File: config.mk
export PLATFORM = sky130hd
export DESIGN_NAME = gtpu_pol_queue
export DESIGN_NICKNAME = d
export VERILOG_FILES = /design/src/hw/rtl/gtpu_pol_pkg.sv /design/src/hw/rtl/gtpu_pol_queue.sv
export SDC_FILE = /design/constraint.sdc
export NUM_CORES = 1
export LEC_CHECK = 0
export ABC_AREA = 1
export ABC_CLOCK_PERIOD_IN_PS = 4800
export BUFFER_PORTS_ARGS = -buffer_cell sky130_fd_sc_hd__buf_2
export CAP_MARGIN = 20
export CORE_ASPECT_RATIO = 1.1
export CORE_MARGIN = 8
export CORE_UTILIZATION = 49
export CTS_BUF_LIST = sky130_fd_sc_hd__clkbuf_2
export DETAILED_ROUTE_END_ITERATION = 16
export MAX_ROUTING_LAYER = met4
export PLACE_DENSITY = 0.88
export SLEW_MARGIN = 20
export SYNTH_ARGS = -nofsm -noshare
export SYNTH_HDL_FRONTEND = slang
export SYNTH_SLANG_ARGS = --single-unit
File: constraint.sdc
create_clock -name clk -period 4.8 [get_ports clk]
set_input_delay 0.24 -clock clk [delete_from_list [all_inputs] [get_ports clk]]
set_output_delay 0.24 -clock clk [all_outputs]
set_load 0.03 [all_outputs]
File: src/hw/rtl/gtpu_pol_pkg.sv
// ----------------------------------------------------------------------------
// gtpu_pol_pkg - shared types and constants
// item codes, verdicts, colors and the front-to-back command struct
// ----------------------------------------------------------------------------
`default_nettype none
package gtpu_pol_pkg;
	localparam int FlowSlots = 1024;
	localparam int SlotW = $clog2(FlowSlots);
	localparam int QDepth = 2;

	localparam logic [1:0] MODE_PKT  = 2'd0;
	localparam logic [1:0] MODE_TICK = 2'd1;
	localparam logic [1:0] MODE_LOAD = 2'd2;

	localparam logic [2:0] SEL_CBS   = 3'd0;
	localparam logic [2:0] SEL_CIR   = 3'd1;
	localparam logic [2:0] SEL_EBS   = 3'd2;
	localparam logic [2:0] SEL_EIR   = 3'd3;
	localparam logic [2:0] SEL_CTOK  = 3'd4;
	localparam logic [2:0] SEL_ETOK  = 3'd5;
	localparam logic [2:0] SEL_DSCP  = 3'd6;
	localparam logic [2:0] SEL_FLAGS = 3'd7;

	localparam logic [2:0] VERDICT_FWD     = 3'd0;
	localparam logic [2:0] VERDICT_RED     = 3'd1;
	localparam logic [2:0] VERDICT_UNKNOWN = 3'd2;
	localparam logic [2:0] VERDICT_BAD_GTP = 3'd3;
	localparam logic [2:0] VERDICT_NOT_V4  = 3'd4;

	localparam logic [1:0] COLOR_GREEN  = 2'd0;
	localparam logic [1:0] COLOR_YELLOW = 2'd1;
	localparam logic [1:0] COLOR_RED    = 2'd2;

	typedef enum logic [1:0] {
		CMD_PKT  = 2'b01,
		CMD_LOAD = 2'b10
	} cmd_kind_t;

	typedef struct packed {
		cmd_kind_t kind;
		logic [SlotW-1:0] slot;
		logic hdr_bad;   // gtp checks failed
		logic not_v4;
		logic [15:0] len;
		logic [2:0] sel;
		logic [31:0] val;
		logic [31:0] now;  // seconds count at accept
	} cmd_t;

	localparam int CmdW = $bits(cmd_t);
endpackage
`default_nettype wire

File: src/hw/rtl/gtpu_pol_queue.sv
// ----------------------------------------------------------------------------
// gtpu_pol_queue - short command fifo
// decouples the classifier from the bucket engine
// ----------------------------------------------------------------------------
`default_nettype none
module gtpu_pol_queue (
	input  wire logic clk,
	input  wire logic arst_n,
	input  wire logic push,
	input  wire gtpu_pol_pkg::cmd_t wdata,
	output logic full,
	input  wire logic pop,
	output gtpu_pol_pkg::cmd_t rdata,
	output logic nonempty
);
	localparam int PtrW = $clog2(gtpu_pol_pkg::QDepth);
	gtpu_pol_pkg::cmd_t ent_q [gtpu_pol_pkg::QDepth];
	logic [PtrW-1:0] wp_q, rp_q;
	logic [PtrW:0] cnt_q;

	assign full = cnt_q == (PtrW+1)'(gtpu_pol_pkg::QDepth);
	assign nonempty = cnt_q != '0;
	assign rdata = ent_q[rp_q];

	always_ff @(posedge clk) begin
		if (push) begin
			ent_q[wp_q] <= wdata;
		end
	end

	always_ff @(posedge clk or negedge arst_n) begin
		if (!arst_n) begin
			wp_q <= '0;
			rp_q <= '0;
			cnt_q <= '0;
		end else begin
			if (push) wp_q <= wp_q + PtrW'(1);
			if (pop) rp_q <= rp_q + PtrW'(1);
			cnt_q <= cnt_q + (PtrW+1)'(push) - (PtrW+1)'(pop);
		end
	end
endmodule
`default_nettype wire

==> run_results.csv <==
group,metric,value,unit
power,power_density,552,nW/µm²
clock_tree,ctsHoldBuffers,101,
power,power.net_switching,2.31,mW
timing,finalSetupTns,0,ns
worst_setup_path,crit_family,"flip-flops",
die,die_x,133,µm
grt,grt_overflow_total,0,
clock_tree,post_cts_buffers,0,
worst_setup_path,crit_required,4.56,ns
yosys,ys_seq_elements,198,
power,p_seq_frac,0.454,
power,power.total,5.39,mW
timing,final.period_utilization,0.611,
clock_tree,path_clk_slew,0.25,ns
die,rows,47,
timing,period_minus_slack,2.93,ns
die,core-area,14900,µm²
yosys,synth_cell_types,13,
die,start_util,0.495,
clock_tree,clock-sinks,198,
routing,drtAntennaViolNets,0,
clock_tree,clockRootBuffer,"clkbuf_2",
clock_tree,clk_path_buf_depth,2,
grt,grt_pass1_wl,26100,µm
yosys,synth.top_cells.by_area,"edfxtp_1 (79%), o21ai_0 (6.6%), inv_1 (5.3%)",
yosys,avgSynthCellArea,13.9,µm²
yosys,synth_edf_count,194,
cells_and_area,area_growth,32.1,%
timing,slew_viol_final,0,
yosys,yosysSeqAreaShare,0.801,
routing,drc,0,
status,status,"complete, no violations",
power,ir_drop,0.413,mV
flow_run,maxCapViolCount,0,
placement,port_buffers,199,
clock_tree,cts_buffers,17,
yosys,yosysTopAreaCell,"edfxtp_1",
timing,grt_setup_unrepaired,"false",
clock_tree,cts_max_level,4,
power,power.internal,3.08,mW
routing,num_vias,4891,
yosys,synth-warning-count,0,
yosys,synth_cells,531,
worst_setup_path,cp.buffers_inverters,2,
hold_path,holdCritStartpoint,"wdata[30]",
yosys,synth_adder_area_share,0.00338,
timing,timing.hold.ws,0.223,ns
yosys,synth_xor_area_frac,0.00237,
worst_setup_path,slowest_delay,0.90,ns
placement,hpwl,10300,µm
timing,setup_viol_count_final,0,
yosys,synth_top_area_share,0.788,
power,p_leak,4.19,nW
worst_setup_path,timing.rr.start,"wp_q",
yosys,ys_top_cells_by_count,"edfxtp_1 (194), inv_1 (104), nand2_1 (104)",
routing,drtIter0Drc,314,
yosys,synth_simple_gate_area_frac,0.0545,
routing,wl_per_cell,16.1,µm
timing,clock_skew,0.0215,ns
routing,routed_wl,16900,µm
worst_setup_path,worstSetupPathType,"reg -> out",
worst_setup_path,worstPathArrival,2.69,ns
yosys,synth_nets,634,
timing,tightest_slew,0.704,ns
worst_setup_path,crit_fanout,72,
cells_and_area,n_fill_cell,1046,
hold_path,min_path_type,"in -> reg",
die,die_area,19300,µm²
power,clkPwrFrac,0.136,
yosys,synth.most_common_cell,"edfxtp_1",
clock_tree,cts-resized-gates,0,
worst_setup_path,endpoint_kind,"primary output",
timing,slew_headroom,0.530,
timing,hold_viol_final,0,
grt,antenna_found_initial,2,
power,pwr-share-comb,0.410,
grt,grt_pass1_vias,5249,
grt,grt_use_total,0.181,
yosys,syn_area,7400,µm²
grt,grt_max_degree,73,
yosys,synth_compound_area_frac,0.0656,
clock_tree,cts_tree,"done",
cells_and_area,fin_nets,937,
timing,setup_slack,1.87,ns
worst_setup_path,cp_slowest_cell,"dfrtp_4",
worst_setup_path,worstSetupStartpoint,"rp_q",
yosys,async_flop_share,0.0202,
cells_and_area,drive_gt1_frac,0.278,
power,switching_share,0.429,
worst_setup_path,crit_path_cell_trace,"buf_4, nand2_1, o21ai_0, buf_2",
yosys,synth_top_family_by_area,"buffers and inverters",
die,die_h,145,µm
clock_tree,insertion_delay,0.70,ns
placement,pre_cts_ws,2.64,ns
yosys,synth_flop_cell,"edfxtp_1",
routing,viasPerCell,4.68,
worst_setup_path,start_kind,"flip-flop",
routing,firstDrtPassIters,4,
timing,fmax,341,MHz
placement,gp_congestion,0.749,
die,num_io_pins,200,
yosys,synth_mux_area_frac,0,
power by group through the flow:
| stage | Combinational [mW] | Clock [mW] | Sequential (mW) |
|---|---|---|---|
| floorplan | 1.59 | 0 | 2.42 |
| global placement | 2.10 | 0 | 2.48 |
| detailed placement | 2.14 | 0 | 2.49 |
| global route | 2.38 | 0.814 | 2.49 |
| CTS | 2.21 | 0.762 | 2.45 |
| finish | 2.21 | 0.734 | 2.45 |
final timing paths:
kind	slack, ns	end	cells past startpoint
setup / recovery	1.87	rdata[36]	4
hold / removal	0.22	ent_q[1][30]	2
setup reg to reg	2.62	ent_q[0][75]	3
hold reg to reg	0.58	wp_q	1
max in group asynchronous	4.17	rp_q	3
min in group asynchronous	0.42	wp_q	3
flip-flops by register name, indices dropped and copies added (netlist names):
signal	count
cnt_q	2
ent_q	194
rp_q	1
wp_q	1
area by class of cell:
cell class	count	area, µm²	share of cell area
diodes	6	15.0	0.00154
clock buffers	20	100	0.0102
multi-input cells	208	938	0.0960
clock inverters	9	106	0.0109
inverters	104	393	0.0402
repair buffers	305	2040	0.209
well taps	196	245	0.0251
flip-flops and latches	198	5930	0.607
cell usage in the layout, fill, tap and decap left out:
cell	synthesis	routed
clkinv_1	0	1
inv_1	104	103
edfxtp_1	194	194
buf_2	5	199
nand3_1	1	1
xor2_1	2	2
diode_2	0	6
clkinv_4	0	1
dfrtp_1	4	3
inv_6	0	1
bufinv_16	0	2
ha_1	2	2
o21ai_0	97	97
nor2_1	2	1
dlygate4sd3_1	0	101
clkinv_2	0	2
inv_4	0	1
dfrtp_4	0	1
clkinvlp_4	0	2
nand2_1	104	104
nor2_4	0	1
clkbuf_2	0	20
buf_4	7	5
metrics by stage:
stage               cells   util  cell area [µm²]
floorplan             531      -             7400
global placement      910  0.572             8540
detailed placement    910  0.572             8540
CTS                  1040  0.653             9760
global route         1042  0.654             9760
finish               1046  0.654             9770
per-layer routing:
layer / global-route usage / up-vias / part of all wire
li1: - / 2396 / -
met4: 0.0946 / 0 / 0.028
met3: 0.0487 / 35 / 0.060
met2: 0.325 / 178 / 0.55
met1: 0.178 / 2282 / 0.37
met5: - / - / 0
logic make-up after synthesis:
kind of cell,Yosys count
compound gates,97
xor+xnor,2
fa+ha+maj,2
buf+inv,125
flops,198
simple gates,107
Note: power is estimated with default switching activity, not from simulation.
