<file path="src/hw/rtl/gtpu_pol_pkg.sv">
// ----------------------------------------------------------------------------
// gtpu_pol_pkg - shared types and constants
// item codes, verdicts, colors and the front-to-back command struct
// ----------------------------------------------------------------------------
`default_nettype none
package gtpu_pol_pkg;
	localparam int FlowSlots = 1024;
	localparam int SlotW = $clog2(FlowSlots);
	localparam int QDepth = 2;

	localparam logic [1:0] MODE_PKT  = 2'd0;
	localparam logic [1:0] MODE_TICK = 2'd1;
	localparam logic [1:0] MODE_LOAD = 2'd2;

	localparam logic [2:0] SEL_CBS   = 3'd0;
	localparam logic [2:0] SEL_CIR   = 3'd1;
	localparam logic [2:0] SEL_EBS   = 3'd2;
	localparam logic [2:0] SEL_EIR   = 3'd3;
	localparam logic [2:0] SEL_CTOK  = 3'd4;
	localparam logic [2:0] SEL_ETOK  = 3'd5;
	localparam logic [2:0] SEL_DSCP  = 3'd6;
	localparam logic [2:0] SEL_FLAGS = 3'd7;

	localparam logic [2:0] VERDICT_FWD     = 3'd0;
	localparam logic [2:0] VERDICT_RED     = 3'd1;
	localparam logic [2:0] VERDICT_UNKNOWN = 3'd2;
	localparam logic [2:0] VERDICT_BAD_GTP = 3'd3;
	localparam logic [2:0] VERDICT_NOT_V4  = 3'd4;

	localparam logic [1:0] COLOR_GREEN  = 2'd0;
	localparam logic [1:0] COLOR_YELLOW = 2'd1;
	localparam logic [1:0] COLOR_RED    = 2'd2;

	typedef enum logic [1:0] {
		CMD_PKT  = 2'b01,
		CMD_LOAD = 2'b10
	} cmd_kind_t;

	typedef struct packed {
		cmd_kind_t kind;
		logic [SlotW-1:0] slot;
		logic hdr_bad;   // gtp checks failed
		logic not_v4;
		logic [15:0] len;
		logic [2:0] sel;
		logic [31:0] val;
		logic [31:0] now;  // seconds count at accept
	} cmd_t;

	localparam int CmdW = $bits(cmd_t);
endpackage
`default_nettype wire

</file>
<file path="src/hw/rtl/gtpu_pol_front.sv">
// ----------------------------------------------------------------------------
// gtpu_pol_front - accept and classify items
// counts ticks, checks headers, pushes packet and load commands
// ----------------------------------------------------------------------------
`default_nettype none
module gtpu_pol_front (
	input  wire logic clk,
	input  wire logic arst_n,
	input  wire logic s_axis_tvalid,
	output logic s_axis_tready,
	input  wire logic [1:0] mode,
	input  wire logic [9:0] flow_index,
	input  wire logic [2:0] gtp_version,
	input  wire logic gtp_protocol_type,
	input  wire logic gtp_npdu_flag,
	input  wire logic [7:0] gtp_message_type,
	input  wire logic [3:0] inner_ip_version,
	input  wire logic [15:0] packet_length,
	input  wire logic [2:0] load_select,
	input  wire logic [31:0] load_value,
	output logic push,
	output gtpu_pol_pkg::cmd_t cmd,
	input  wire logic full
);
	logic [31:0] sec_q;
	logic acc;
	logic [gtpu_pol_pkg::SlotW-1:0] slot;

	assign slot = gtpu_pol_pkg::SlotW'(flow_index % gtpu_pol_pkg::FlowSlots);
	assign s_axis_tready = !full;
	assign acc = s_axis_tvalid && s_axis_tready;
	assign push = acc && (mode == gtpu_pol_pkg::MODE_PKT || mode == gtpu_pol_pkg::MODE_LOAD);

	always_comb begin
		cmd.kind = (mode == gtpu_pol_pkg::MODE_PKT) ? gtpu_pol_pkg::CMD_PKT
			: gtpu_pol_pkg::CMD_LOAD;
		cmd.slot = slot;
		cmd.hdr_bad = gtp_version != 3'd1 || !gtp_protocol_type || gtp_npdu_flag
			|| gtp_message_type != 8'hFF;
		cmd.not_v4 = inner_ip_version != 4'd4;
		cmd.len = packet_length;
		cmd.sel = load_select;
		cmd.val = load_value;
		cmd.now = sec_q;
	end

	always_ff @(posedge clk or negedge arst_n) begin
		if (!arst_n) begin
			sec_q <= '0;
		end else if (acc && mode == gtpu_pol_pkg::MODE_TICK) begin
			sec_q <= sec_q + 32'd1;
		end
	end
endmodule
`default_nettype wire

</file>
<file path="config.mk">
export PLATFORM = sky130hd
export DESIGN_NAME = gtpu_pol_front
export DESIGN_NICKNAME = d
export VERILOG_FILES = /design/src/hw/rtl/gtpu_pol_pkg.sv /design/src/hw/rtl/gtpu_pol_front.sv
export SDC_FILE = /design/constraint.sdc
export NUM_CORES = 1
export LEC_CHECK = 0
export BUFFER_PORTS_ARGS = -buffer_cell sky130_fd_sc_hd__buf_2
export CAP_MARGIN = 15
export CORE_ASPECT_RATIO = 1.5
export CORE_MARGIN = 2
export CORE_UTILIZATION = 30
export DETAILED_ROUTE_END_ITERATION = 12
export MAX_ROUTING_LAYER = met4
export PLACE_DENSITY = 0.69
export SLEW_MARGIN = 20
export SYNTH_ARGS = -nofsm -noshare
export SYNTH_HDL_FRONTEND = slang
export SYNTH_SLANG_ARGS = --single-unit
</file>
<file path="constraint.sdc">
create_clock -name clk -period 1.7 [get_ports clk]
set_input_delay 0.34 -clock clk [delete_from_list [all_inputs] [get_ports clk]]
set_output_delay 0.34 -clock clk [all_outputs]
set_load 0.05 [all_outputs]
</file>
==> impl_metrics.yaml, run 1 <==
setup_path:
  arrival_ps: 1860
  critical_path_required_ps: 1900
  worst_setup_path_start_kind: "flop"
  crit_type: "flop to flop"
  end_kind: "flop"
  cp_max_fo: 10
run_status:
  status: "finished, final reports clean"
synth:
  post-synth-top-count-cell: "buf_4"
  synth_warnings: 0
  ys_top_cells_by_area: "dfrtp_1, buf_4, xnor2_1, xor2_1, nand3_1"
  synth-seq-area-share: 0.391
  yosys.area.top_type: "dfrtp_1"
  muxShareOfSynthArea: 0.00549
  ys_seq_elements: 32
  yosys.area_share.adder: 0.00611
  synth_compound_area_frac: 0
  synth_area_per_cell_um2: 9.85
  synthCells: 208
  syn_nets: 293
  synth_cell_types: 30
  yosys.area.top_type_share: 0.391
  synth_edf_count: 0
  yosys-top-cells-count: "buf_4, dfrtp_1, xnor2_1"
  synth_top_family_by_area: "buffers and inverters"
  synthXorXnorAreaFrac: 0.132
  syn_area_um2: 2050
  synth_flop_cell: "dfrtp_1"
  synth-simple-area-share: 0.216
  ys_async_sr_fraction: 1.00
clock_tree:
  insertion_delay_ps: 280
  cts_tree: "built"
  clock-sinks: 32
  cts_max_level: 2
  cts_buffers: 5
  clock_path_buffers: 2
  clock_tree.root_cell: "clkbuf_8"
  cts_hold_buf: 0
  clk_pin_slew_ps: 70
final_layout:
  largestRegisters: "sec_q: 32 flops"
  syn_to_final_growth_pct: 14.0
  diodes: 0
  final_util: 0.355
  largest_register_ffs: 32
  regMostFlops: "sec_q"
  nets: 317
  nFillCells: 674
  drive_gt1_frac: 0.584
timing:
  setup-tns-final_ps: 0
  slew_violations: 0
  min_period_ps: 1660
  fmax_ghz: 0.603
  timing.final.crit_share: 0.976
  skew_ps: 4.78
  tightestPinTransition_ps: 404
  timing.hold.ws_ps: 74.8
  setup_viol: 0
  rsz0062_at_grt: "yes"
  hold_violations: 0
  max-slew-margin-rel: 0.731
  worst_slack_ps: 40.3
drt:
  met3_length_um: 410
  wl_met2_mm: 2.49
  wl_met1_mm: 1.54
  drc: 0
  wl_per_cell_um: 14.8
  via_per_inst: 4.84
  highest_layer: "met4"
  dr.pass1.iters: 4
  dr_total_vias: 1497
  routed_wl_mm: 4.58
  drtAntennaViolNets: 0
  drtIter0Drc: 53
run:
  max_cap_violations: 0
grt:
  overflow: 0
  grt_pass1_wl_mm: 7.63
  grt_max_degree: 33
  grt_pass1_vias: 1598
  antenna_found_initial: 0
  grtUsageTotal: 0.133
placed_design:
  numPortBuffers: 60
  dp_hpwl_mm: 3.66
  gp_congestion: 0.761
  dp_slack_ps: -44.8
power_and_ir_drop:
  power_density_nw_per_um2: 779
  vdd_drop_max_v: 0.000367
  power.leakage_nw: 1.13
floorplanning:
  die-area_um2: 7520
  die_w_um: 71.5
  start_util: 0.312
  pin_count: 183
  coreArea_um2: 6580
  die_h_um: 105
  placementRows: 36
min_path:
  worstHoldPathType: "primary input to async pin"
==> where the power goes <==
part	leakage, nW	internal, W	switching [W]
Sequential	0.380	0.000813	0.0000514
Combinational	0.706	0.000105	0.000261
Clock	0.0455	0.000330	0.000259
Total	1.13	0.00125	0.000572
==> cell families after synthesis <==
group                      Yosys count
buffers and inverters               71
DFF                                 32
muxes                                1
and+or+nand+nor                     72
adders and majority gates            1
xor gates and xnor gates            31
==> worst max-delay path, cell delays in order, from the launching register on <==
cell and delay [ps]:
dfrtp_2 390, nand3_2 80, or4_4 680, nor4_4 300
xnor2_1 140
==> final timing paths <==
path                                start        end  slack (ps)  depth (start not counted)
worst min register to register  sec_q[31]  sec_q[31]         470                          1
max in group asynchronous          arst_n  sec_q[10]        1300                          2
min in group clk                sec_q[31]  sec_q[31]         470                          1
worst max-delay path            sec_q[18]  sec_q[26]          40                          4
worst max register to register  sec_q[18]  sec_q[26]          40                          4
worst min-delay path               arst_n  sec_q[28]          70                          2
==> cell type report <==
cell class / count / area (µm²) / area share
flip-flops and latches: 32 / 835 / 0.357
multi-input cells: 105 / 832 / 0.356
repair buffers: 81 / 458 / 0.196
well taps: 76 / 95.1 / 0.0407
clock buffers: 8 / 90.1 / 0.0386
inverters: 7 / 26.3 / 0.0112
==> timing repair <==
item	4_1_cts	5_1_grt
gates resized for setup	0	2
setup buffers	0	0
setup endpoints to repair	0	8
==> per-layer routing <==
metal / vias to the layer above / track usage
met1: 690 / 0.128
met3: 38 / 0.0306
met5: - / -
met4: 0 / 0.0782
li1: 688 / -
met2: 81 / 0.236
==> through the flow <==
step / total power, W / std cells / area, µm²
global placement: 0.00124 / 301 / 2240
floorplan: 0.00151 / 208 / 2170
CTS: 0.00185 / 309 / 2330
detailed placement: 0.00125 / 301 / 2240
finish: 0.00182 / 309 / 2340
global route: 0.00192 / 309 / 2340
==> cell usage in the layout, fill, tap and decap left out, types with 2 or more instances in the layout <==
cell / n
dfrtp_2: 27
xnor2_1: 16
nor3_4: 2
nor4_4: 3
nor3_2: 5
nor4bb_1: 2
xor2_1: 15
buf_2: 60
clkbuf_1: 2
and2_1: 2
clkbuf_8: 6
buf_4: 21
inv_1: 7
nand3_2: 3
or4_4: 2
nor3_1: 2
and4_1: 3
nor4_1: 3
dfrtp_1: 5
nor2_1: 6
nand2_1: 11
nand3_1: 9
nand4_1: 9
No activity file was read; power rests on OpenSTA's default activity.
==> inputs of run 2 (changes only) <==
--- a/config.mk
+++ b/config.mk
@@ -5,14 +5,16 @@
 export SDC_FILE = /design/constraint.sdc
 export NUM_CORES = 1
 export LEC_CHECK = 0
+export ABC_AREA = 1
 export BUFFER_PORTS_ARGS = -buffer_cell sky130_fd_sc_hd__buf_2
 export CAP_MARGIN = 15
 export CORE_ASPECT_RATIO = 1.5
 export CORE_MARGIN = 2
 export CORE_UTILIZATION = 30
+export CTS_BUF_LIST = sky130_fd_sc_hd__clkbuf_4
 export DETAILED_ROUTE_END_ITERATION = 12
 export MAX_ROUTING_LAYER = met4
-export PLACE_DENSITY = 0.69
+export PLACE_DENSITY = 0.65
 export SLEW_MARGIN = 20
 export SYNTH_ARGS = -nofsm -noshare
 export SYNTH_HDL_FRONTEND = slang
==> run 2 against run 1 <==
Wire length is 29% higher. Final area is 5.7% higher. Area after synthesis is 18% higher. Sequential share of layout area is 3.2 points lower. Power is 4.5% lower. Via count is 31% higher. Clock-buffer cell count is 2 lower. Register-to-register slack better by 150 ps. Largest cell class is now multi-input combinational cells. Sequential cell count stayed put. Hold slack better by 340 ps. Cell count is 39% higher. Die area is 17% higher. Highest routed layer unchanged.
==> impl_metrics.yaml, run 2 <==
run_status:
  status: "finished, final reports clean"
setup_path:
  timing.rr.end: "sec_q[22]"
  critical_path.cell_chain: "buf_2"
  cp.buffers_inverters: 1
  cp_max_fo: 7
  crit_type: "flop to output port"
  path_delay_family: "flip-flops"
  arrival_ps: 1180
  r2r_cells: 8
  critical_path_required_ps: 1360
  end_kind: "output port"
  critPathLaunch: "sec_q[24]"
  crit_slowest_cell: "dfrtp_1"
  slowest_delay_ps: 510
  reg2reg_slack_ps: 190
  rr_startpoint: "sec_q[1]"
  worst_setup_path_start_kind: "flop"
drt:
  drc: 0
  via_per_inst: 4.53
  dr.pass1.iters: 4
  wl_per_cell_um: 13.7
  drtIter0Drc: 73
  routed_wl_mm: 5.91
  drtAntennaViolNets: 0
  dr_total_vias: 1954
synth:
  ys_top_cells_by_area: "dfrtp_1, buf_4, nand2_1, nor2_1, inv_1"
  synth-seq-area-share: 0.331
  ys_seq_elements: 32
  synth_flop_cell: "dfrtp_1"
  yosys.area.top_type_share: 0.331
  synth_cell_types: 24
  post-synth-top-count-cell: "nand2_1"
  syn_nets: 404
  yosys.area.top_type: "dfrtp_1"
  synthCells: 319
  synth_warnings: 0
  ys_async_sr_fraction: 1.00
  syn_area_um2: 2420
  synth_area_per_cell_um2: 7.58
  yosys-top-cells-count: "nand2_1, buf_4, nor2_1"
  synth_edf_count: 0
timing:
  setup-tns-final_ps: 0
  rsz0062_at_grt: "no"
  skew_ps: 7.50
  setup_viol: 0
  worst_slack_ps: 180
  fmax_ghz: 0.658
  tightestPinTransition_ps: 374
  hold_violations: 0
  max-slew-margin-rel: 0.750
  timing.final.crit_share: 0.894
  slew_violations: 0
  min_period_ps: 1520
power_and_ir_drop:
  vdd_drop_max_v: 0.000590
  total_power_w: 0.00174
  power.leakage_nw: 1.26
  power_density_nw_per_um2: 704
grt:
  grtUsageTotal: 0.139
  grt_pass1_wl_mm: 9.42
  overflow: 0
  grt_max_degree: 33
  grt_pass1_vias: 2003
  antenna_found_initial: 0
clock_tree:
  clock-sinks: 32
  cts_setup_buffers: 0
  cts_tree: "built"
  clk_pin_slew_ps: 100
  cts_buffers: 5
  clock_tree.root_cell: "clkbuf_4"
  cts_max_level: 2
  insertion_delay_ps: 340
  clock_path_buffers: 2
final_layout:
  nFillCells: 877
  drive_gt1_frac: 0.298
  nets: 412
  multi_input_area_um2: 1020
  largest_register_ffs: 32
  largestRegisters: "sec_q: 32 flops"
  syn_to_final_growth_pct: 2.17
  seqCellArea_um2: 803
  regMostFlops: "sec_q"
  layout_commonest_cell: "nand2_1"
  final_cell_mix: "nand2_1, buf_2, nor2_1, inv_1, dfrtp_1"
  final_util: 0.312
  diodes: 0
  instances_no_fill: 431
placed_design:
  dp_slack_ps: 87.1
  dp.cells: 424
  numPortBuffers: 60
  gp_congestion: 0.832
  dp_hpwl_mm: 4.80
floorplanning:
  pin_count: 183
  start_util: 0.306
  die_h_um: 114
  coreArea_um2: 7910
  placementRows: 40
  die-area_um2: 8810
  die_w_um: 77.3
min_path:
  worstHoldPathType: "primary input to flop"
  min_to: "sec_q[1]"
  hold_depth: 5
  hold_path_startpoint: "mode[0]"
run:
  max_cap_violations: 0
run 2: changes by cell type in the layout (fill, tap and decap cells not counted), sizes merged, moves of 4 or more:
cell   delta
nand2    +67
buf      -19
nor2     +42
xor2      -5
nor4      -5
xnor2     -4
nor3      -5
inv      +28
nand3     +4
and4      -4
run 2: per-layer routing:
layer / GRT usage / part of all wire / vias to the layer above
met1: 0.132 / 0.37 / 886
met2: 0.249 / 0.50 / 93
met3: 0.0316 / 0.068 / 33
met5: - / 0 / -
li1: - / - / 942
met4: 0.0917 / 0.056 / 0
run 2: per-stage QoR:
step / hold slack, ps / cell area, µm²
floorplan: 44.4 / 2420
global placement: 318 / 2410
CTS: 418 / 2470
detailed placement: 316 / 2410
global route: 444 / 2470
finish: 418 / 2470
run 2: layout make-up:
| cell class | count | share of cell area |
|---|---|---|
| multi-input combinational | 190 | 0.413 |
| timing repair buffer | 63 | 0.137 |
| clock buffer | 6 | 0.0182 |
| tap | 105 | 0.0532 |
| sequential | 32 | 0.325 |
| inverter | 35 | 0.0532 |
run 2: logic make-up (layout without fill, tap and decap cells):
group | Yosys count | count (layout) | synth area share
adder cells (fa/ha/maj) | 1 | 1 | 0.00518
XOR/XNOR | 22 | 22 | 0.0797
flip-flops | 32 | 32 | 0.331
buffers and inverters | 97 | 104 | 0.248
AO/OA/AOI/OAI | 3 | 3 | 0.00879
AND/OR/NAND/NOR | 164 | 164 | 0.327
run 2: worst max path at each step:
stage	end	slack, ps	cells after the start
2_1_floorplan	push	60	3
3_3_place_gp	sec_q[8]	170	8
3_5_place_dp	sec_q[8]	90	8
4_1_cts	sec_q[14]	140	8
5_1_grt	sec_q[22]	60	8
6_report	cmd[24]	180	1
run 2: timing repair:
item	4_1_cts	5_1_grt
hold endpoints to repair	32	0
endpoints found under the setup margin	0	1
hold buffers	1	0
resized for setup	0	1
run 2: where the power goes:
part / internal [W] / switching, W
Clock: 0.000163 / 0.000257
Sequential: 0.000813 / 0.0000653
Combinational: 0.000115 / 0.000325
Total: 0.00109 / 0.000648
